File: src/rtl/core/tun_pkg.sv
// ----------------------------------------------------------------------------
// tun_pkg
// Shared constants and the pipeline control word of the unit normal block.
// ----------------------------------------------------------------------------
package tun_pkg;

  localparam int unsigned CoordWidth     = 16;
  localparam int unsigned NormalFracBits = 14;
  localparam int unsigned OutWidth       = 16;
  localparam int unsigned NumLanes       = 3;

  // control word that travels beside the data of every stage
  typedef struct packed {
    logic                valid;
    logic                degen;
    logic [NumLanes-1:0] neg;
  } ctl_t;

endpackage

File: src/rtl/core/tun_norm_step.sv
// ----------------------------------------------------------------------------
// tun_norm_step
// One registered step of the quotient search: decides bit K of the three
// normal magnitudes by comparing remainder against (2q + 2^K) * 2^K * S.
// ----------------------------------------------------------------------------
module tun_norm_step #(
  parameter int unsigned SW  = 70,
  parameter int unsigned QW  = 15,
  parameter int unsigned RW  = 100,
  parameter int unsigned QSW = 86,
  parameter int unsigned K   = 0
) (
  input  logic                               clk_i,
  input  logic                               rst_ni,
  input  logic                               en_i,
  input  tun_pkg::ctl_t                      ctl_i,
  input  logic [SW-1:0]                      sum_i,
  input  logic [tun_pkg::NumLanes-1:0][RW-1:0]  rem_i,
  input  logic [tun_pkg::NumLanes-1:0][QSW-1:0] acc_i,
  input  logic [tun_pkg::NumLanes-1:0][QW-1:0]  quo_i,
  output tun_pkg::ctl_t                      ctl_o,
  output logic [SW-1:0]                      sum_o,
  output logic [tun_pkg::NumLanes-1:0][RW-1:0]  rem_o,
  output logic [tun_pkg::NumLanes-1:0][QSW-1:0] acc_o,
  output logic [tun_pkg::NumLanes-1:0][QW-1:0]  quo_o
);

  tun_pkg::ctl_t                             ctl_q;
  logic [SW-1:0]                             sum_q;
  logic [tun_pkg::NumLanes-1:0][RW-1:0]      rem_d, rem_q;
  logic [tun_pkg::NumLanes-1:0][QSW-1:0]     acc_d, acc_q;
  logic [tun_pkg::NumLanes-1:0][QW-1:0]      quo_d, quo_q;
  logic [tun_pkg::NumLanes-1:0][RW-1:0]      dlt;

  always_comb begin
    for (int l = 0; l < tun_pkg::NumLanes; l++) begin
      dlt[l]   = (RW'(acc_i[l]) << (K + 1)) + (RW'(sum_i) << (2 * K));
      rem_d[l] = rem_i[l];
      acc_d[l] = acc_i[l];
      quo_d[l] = quo_i[l];
      // keep the trial bit when the square still fits under the target
      if (dlt[l] <= rem_i[l]) begin
        rem_d[l] = rem_i[l] - dlt[l];
        acc_d[l] = acc_i[l] + (QSW'(sum_i) << K);
        quo_d[l] = quo_i[l] | (QW'(1) << K);
      end
    end
  end

  always_ff @(posedge clk_i or negedge rst_ni) begin
    if (!rst_ni) begin
      ctl_q <= '0;
    end else if (en_i) begin
      ctl_q <= ctl_i;
    end
  end

  always_ff @(posedge clk_i) begin
    if (en_i) begin
      sum_q <= sum_i;
      rem_q <= rem_d;
      acc_q <= acc_d;
      quo_q <= quo_d;
    end
  end

  assign ctl_o = ctl_q;
  assign sum_o = sum_q;
  assign rem_o = rem_q;
  assign acc_o = acc_q;
  assign quo_o = quo_q;

endmodule

File: config.mk
export PLATFORM = sky130hd
export DESIGN_NAME = tun_norm_step
export DESIGN_NICKNAME = d
export VERILOG_FILES = /design/src/rtl/core/tun_pkg.sv /design/src/rtl/core/tun_norm_step.sv
export SDC_FILE = /design/constraint.sdc
export NUM_CORES = 2
export LEC_CHECK = 0
export BUFFER_PORTS_ARGS = -buffer_cell sky130_fd_sc_hd__clkbuf_2
export CORE_AREA = 2 2 522 524
export CTS_CLUSTER_DIAMETER = 150
export CTS_CLUSTER_SIZE = 10
export DETAILED_ROUTE_END_ITERATION = 10
export DIE_AREA = 0 0 524 526
export PLACE_DENSITY = 0.42
export SLEW_MARGIN = 10
export SYNTH_ARGS = -nofsm -noshare
export SYNTH_HDL_FRONTEND = slang
export SYNTH_SLANG_ARGS = --single-unit
File: constraint.sdc
create_clock -name clk_i -period 1.2 [get_ports clk_i]
set_clock_uncertainty 0.15 [all_clocks]
set_input_delay 0.06 -clock clk_i [delete_from_list [all_inputs] [get_ports clk_i]]
set_output_delay 0.06 -clock clk_i [all_outputs]
set_load 0.02 [all_outputs]
======== Yosys cells after proc, flatten, opt, wreduce, memory -nomap -nowiden ========
Index checks and enable logic that the tools add are counted.
word-level totals
  input port bits ......................... 681
  flip-flop bits (word level) ............. 678
  logic and storage cells ................. 34
  output and inout port bits .............. 678
operators by class
  mux-type cells .......................... 6
  $add $sub $neg .......................... 9
  $lt $le $gt $ge ......................... 3
operators with widths
  cell                                        number
  less-or-equal comparator 88 x 100 -> 1 bit  3
  2-to-1 mux 100 bit                          3
  subtractor 100 x 88 -> 100 bit              3
  adder 87 x 70 -> 88 bit                     3
  adder 86 x 70 -> 86 bit                     3
  2-to-1 mux 86 bit                           3

======== Depth between registers and ports, before layout ========
  depth in word-level cells ............... 3
  mapped depth ............................ 30
  depth with buffers taken out ............ 27

======== Least setup slack after synthesis ========
OpenSTA, ideal clock, no wires.
  path kind ............................... input port to flip-flop
  start point ............................. input port sum_i[1]
  end point ............................... register rem_q, in the netlist rem_o[93], data pin
  path buffers ............................ 1
  required time ........................... 0.788 ns
  slack ................................... -5.029 ns
  stages .................................. 27
  library setup time ...................... 0.262 ns
  data arrival time ....................... 5.817 ns
  cell sequence ........................... ha_1 -> fa_1 -> a211oi_1 -> o21bai_1 -> o221ai_1 -> a211oi_1 -> or2_1 -> a41oi_2 -> o21ai_1 -> a31oi_1 -> o21ai_1 -> a21oi_2 -> nor3_1 -> xnor2_1 -> ha_1 -> clkbuf_1 -> nand2_1 -> nor2_1 -> and3_1 -> nand2_1 -> or4_4 -> o41ai_1 -> a2111oi_0 -> o21a_1 -> or4b_4 -> nor3_2 -> xor2_1
RTL lines
  item                  RTL line             text
  from (decl)           tun_norm_step.sv:17  input logic [SW-1:0] sum_i,
  to (signal assigned)  tun_norm_step.sv:61  rem_q <= rem_d;
  to (decl)             tun_norm_step.sv:30  logic [tun_pkg::NumLanes-1:0][RW-1:0] rem_d, rem_q;

==> results.md <==
CTS:
- The cell sitting at the root of the clock tree is a clkbuf_16.
- After clock tree synthesis, the clock-pin slew on the worst setup and hold paths is around 60 ps.
- The number of buffers created by CTS is 79.
- The count of H-tree levels built during CTS is 3.
- TritonCTS built the clock tree.
- For the worst-skew pair, the clock arrives at the later sink with an insertion delay of 750 ps.
- Counting along the longest clock path gives a buffer depth of 3.
- The number of clock sinks is approximately 680.

Finish:
- Relative to the synthesized area, the layout overhead comes to 79.6%.
- The multi-input combinational cells in the finished layout cover a total of 49800 um^2.
- The layout has ~27000 filler cells.
- The number of standard cells in the final layout excluding fillers is approximately 17000.
- The sequential cell area is between 20000 and 25000 um^2.
- The share of layout cells above drive strength 1 is a little over two fifths.
- At the end of the flow, the number of nets in the layout was around 15000.

Logic synthesis:
- The mean cell area of the mapped netlist is slightly above 8 um^2.
- The share of synthesized flip-flops with an asynchronous set or reset is less than 1%.
- For this run, the number of Yosys warnings is 0.
- Sequential elements use between 20 and 30% of the synthesized area.
- Synthesis produced around 8300 cells.
- The top cell type's share of synthesized area is 29.5%.
- In this run, distinct cell masters in the synthesized netlist total approximately 110.
- After synthesis the cells add up to between 60000 and 70000 um^2.
- The leading register cell type out of synthesis is edfxtp_1.
- By area the synthesized netlist is led by edfxtp_1 (29%), ha_1 (12%), a21oi_1 (7.7%), a21o_1 (5.4%), xnor2_1 (5.3%).
- The synthesized design contains ~670 enable-type register cells.
- The post-synthesis sequential element count is ~680.
- The net count after synthesis is 9630.
- The cell type contributing the most total cell area after synthesis is edfxtp_1.

Die:
- The die covers 276000 um^2.
- During I/O placement, the number of pins put on the boundary was around 1400.
- Measured along the y axis, the die boundary spans about 530 um.
- The core region is 270000 um^2.
- The initialized floorplan defines between 150 and 200 standard-cell rows.
- From left edge to right edge, the die measures around 520 um.
- The initial utilization of the core area, before any placement, comes to between 20% and 30%.

Status:
- The checks that failed: negative hold slack, negative setup slack.
- The flow ran to the end, but the final reports show violations.

Hold path:
- The worst hold path class is input pin to flip-flop.

Place:
- The worst-case setup slack after placement is -5630 ps.
- During placement, the flow inserted port buffers numbering between 1000 and 1500.
- After detailed placement, the design holds a cell count of around 16000.
- The half-perimeter wire length after detailed placement is about 370000 um.
- The global placer's final weighted congestion is 0.988.

Power and ir drop:
- For this design the ratio of total power to cell area is between 1000 and 1500 nW/um^2.
- IR analysis of the VDD net gives a maximum drop of roughly 1.1 mV.
- The total power consumption of the routed design is roughly 150 mW.
- Summed over all nets, the switching power comes to between 60 and 70 mW.
- The clock network power share is 16.2%.
- Sequential cells burn 24.1% of the power.
- The design internal power is roughly 87 mW.
- Net switching is between 40% and 50% of the power.
- The fraction of power consumed by combinational cells is between 50% and 60%.
- Summed over all cells, the static leakage comes to 57.2 nW.

Detailed routing:
- For this run, design rule violations remaining after detail routing come to 0.
- For this block, the initial DRC count from the detailed router was ~6300.
- After detailed routing, the total wire length is around 440000 um.
- The detailed-route wire length per cell is roughly 25 um.
- Using the TritonRoute via totals, the vias-per-cell ratio works out to roughly 5.0.
- The pre-antenna-repair detailed-routing pass consisted of 6 iterations.
- Across all layers, the routed design uses roughly 87000 vias.
- Once detail routing completed, the nets flagged for antenna violations numbered 0.

Setup path:
- The worst setup path is launched from an input pin.
- The sort of element at the end of the critical path is a flip-flop.
- The critical setup path kind is input pin to flip-flop.
- The register-to-register setup slack is 280 ps.
- Along the worst path, the maximum fanout reaches 11.
- The required time at the worst-slack endpoint is roughly 1500 ps.
- Data on the critical path arrives at its endpoint at 6010 ps.

GRT:
- The first-pass GRT wire length is just over 600000 um.
- The initial antenna violation count was about 140.
- Global routing consumed, over all layers together, 30.9% of the routing resources.
- The largest net degree at the start of global routing is between 40 and 50.
- The via count of the first global-routing pass is about 88000.
- The remaining global-route overflow is 0.

Timing:
- In the post-route analysis, the smallest setup slack over all paths is -4480 ps.
- In the final timing run, aggregate negative setup slack is -2569670 ps.
- The count of final setup violators is approximately 1200.
- The slew at the pin with the worst max-slew slack is a little under 800 ps.
- The final count of hold timing violations is 33.
- Setup repair after global routing could not meet its margin everywhere.
- The post-route worst hold slack is -592 ps.
- The maximum achievable frequency is 0.176 GHz.
- The worst pin sits at a relative slew slack of 48.1%.
- The final clock period utilization by the worst path is 473%.
- The smallest clock period supported by the final layout is computed as around 5700 ps.
- The count of pins over their slew limit came to 0.

Flow run:
- The number of maximum-capacitance violations is 0.
cells in the mapped netlist, types with 147 or more instances:
cell	number
a21o_1	492
a21oi_1	1058
nor2_1	741
inv_1	192
o21bai_1	147
nand4_1	253
ha_1	681
clkbuf_1	339
edfxtp_1	673
o21ai_0	630
nand2_1	834
xnor2_1	414
nand3_1	147
xor2_1	360
sequential cells by signal (all words and copies together), names as in the netlist:
signal / flops
rem_o: 300
acc_o: 258
sum_o: 70
quo_o: 45
ctl_o: 5
worst paths after layout:
| path | cells past startpoint | startpoint | endpoint |
|---|---|---|---|
| max in group asynchronous | 3 | rst_ni | ctl_o[1] |
| worst min register to register | 1 | ctl_o[4] | ctl_o[4] |
| worst min-delay path | 1 | sum_i[13] | sum_o[13] |
| worst max-delay path | 28 | sum_i[17] | rem_o[201] |
| min in group asynchronous | 3 | rst_ni | ctl_o[2] |
| worst max register to register | 1 | ctl_o[0] | ctl_o[0] |
area by class of cell:
type                            count  share of cell area [%]
Clock inverter                     10                   0.144
Clock buffer                       88                    1.65
Inverter                          192                   0.596
Timing Repair Buffer             5885                    36.9
Multi-Input combinational cell   6978                    40.4
Tap cell                         3570                    3.63
Antenna cell                       54                   0.110
Sequential cell                   678                    16.5
per-layer routing:
layer  vias up  wire length, um  track usage, %
met5         -              333               0
met4        50            24900            15.8
met3       611            27300            5.13
met2      2855           203000            50.4
met1     41963           187000            38.9
li1      41834                -               -
worst max-delay path, stage by stage:
cell      delay (ps)
clkbuf_2         130
buf_12           160
ha_1             310
buf_4            170
nand2_1           90
o21ai_0           90
a21o_1           210
a221oi_4         280
and4_1           260
nor3_2            50
buf_4            150
a21oi_4          250
nand4_1          130
buf_4            180
a311o_1          420
nand3_2          130
buf_4            120
nor2_1            40
xnor2_1          450
ha_1             410
nand4_1          130
nand3b_1         190
or3_1            130
nand3b_1         140
a211oi_4         580
buf_6            200
buf_12           170
mux2_4           310
cells in the final DEF (no fill, tap or decap), types with 74 or more instances in the layout:
cell type / Yosys / layout
xor2_1: 360 / 353
ha_1: 681 / 624
dlygate4sd3_1: 0 / 746
nor3_1: 141 / 112
xnor2_1: 414 / 406
a21o_1: 492 / 492
clkbuf_16: 0 / 86
a21oi_2: 4 / 207
o21ai_0: 630 / 365
o21ai_1: 39 / 245
nand3_1: 147 / 137
o21a_1: 76 / 74
a21oi_1: 1058 / 847
clkbuf_2: 0 / 1339
o21bai_1: 147 / 142
nand2_1: 834 / 811
nor2_2: 2 / 84
buf_4: 2 / 3545
inv_1: 192 / 191
buf_12: 0 / 153
edfxtp_1: 673 / 673
nor2_1: 741 / 619
nand4_1: 253 / 253
kinds of logic after synthesis:
| family | count (synthesis) | synth area share [%] |
|---|---|---|
| AOI/OAI and AO/OA | 2959 | 26.8 |
| xor gates and xnor gates | 774 | 9.89 |
| adders and majority gates | 690 | 12.7 |
| buffers and inverters | 603 | 3.43 |
| DFF | 678 | 29.7 |
| muxes | 20 | 0.321 |
| and+or+nand+nor | 2535 | 17.2 |
power by group through the flow:
stage,combinational (mW),clock (mW),sequential (mW)
CTS,88.1,25.0,36.0
floorplan,34.1,0,40.8
global placement,84.3,0,36.5
global route,95.7,25.6,36.3
detailed placement,84.4,0,36.4
finish,89.4,24.3,36.1
through the flow:
stage	utilization [%]	cell area [um^2]
after detailed placement	40.2	109000
after global placement	40.2	109000
after floorplan	-	71100
final	45.6	123000
after global routing	45.6	123000
after CTS	45.2	122000
repair_timing:
action	4_1_cts	5_1_grt
pin swaps	187	128
cloned	28	4
setup endpoints to repair	1239	1239
hold endpoints to repair	1342	34
setup buffers	113	43
hold buffers	744	2
gates resized for setup	421	242
(Power assumes the default switching activity.)
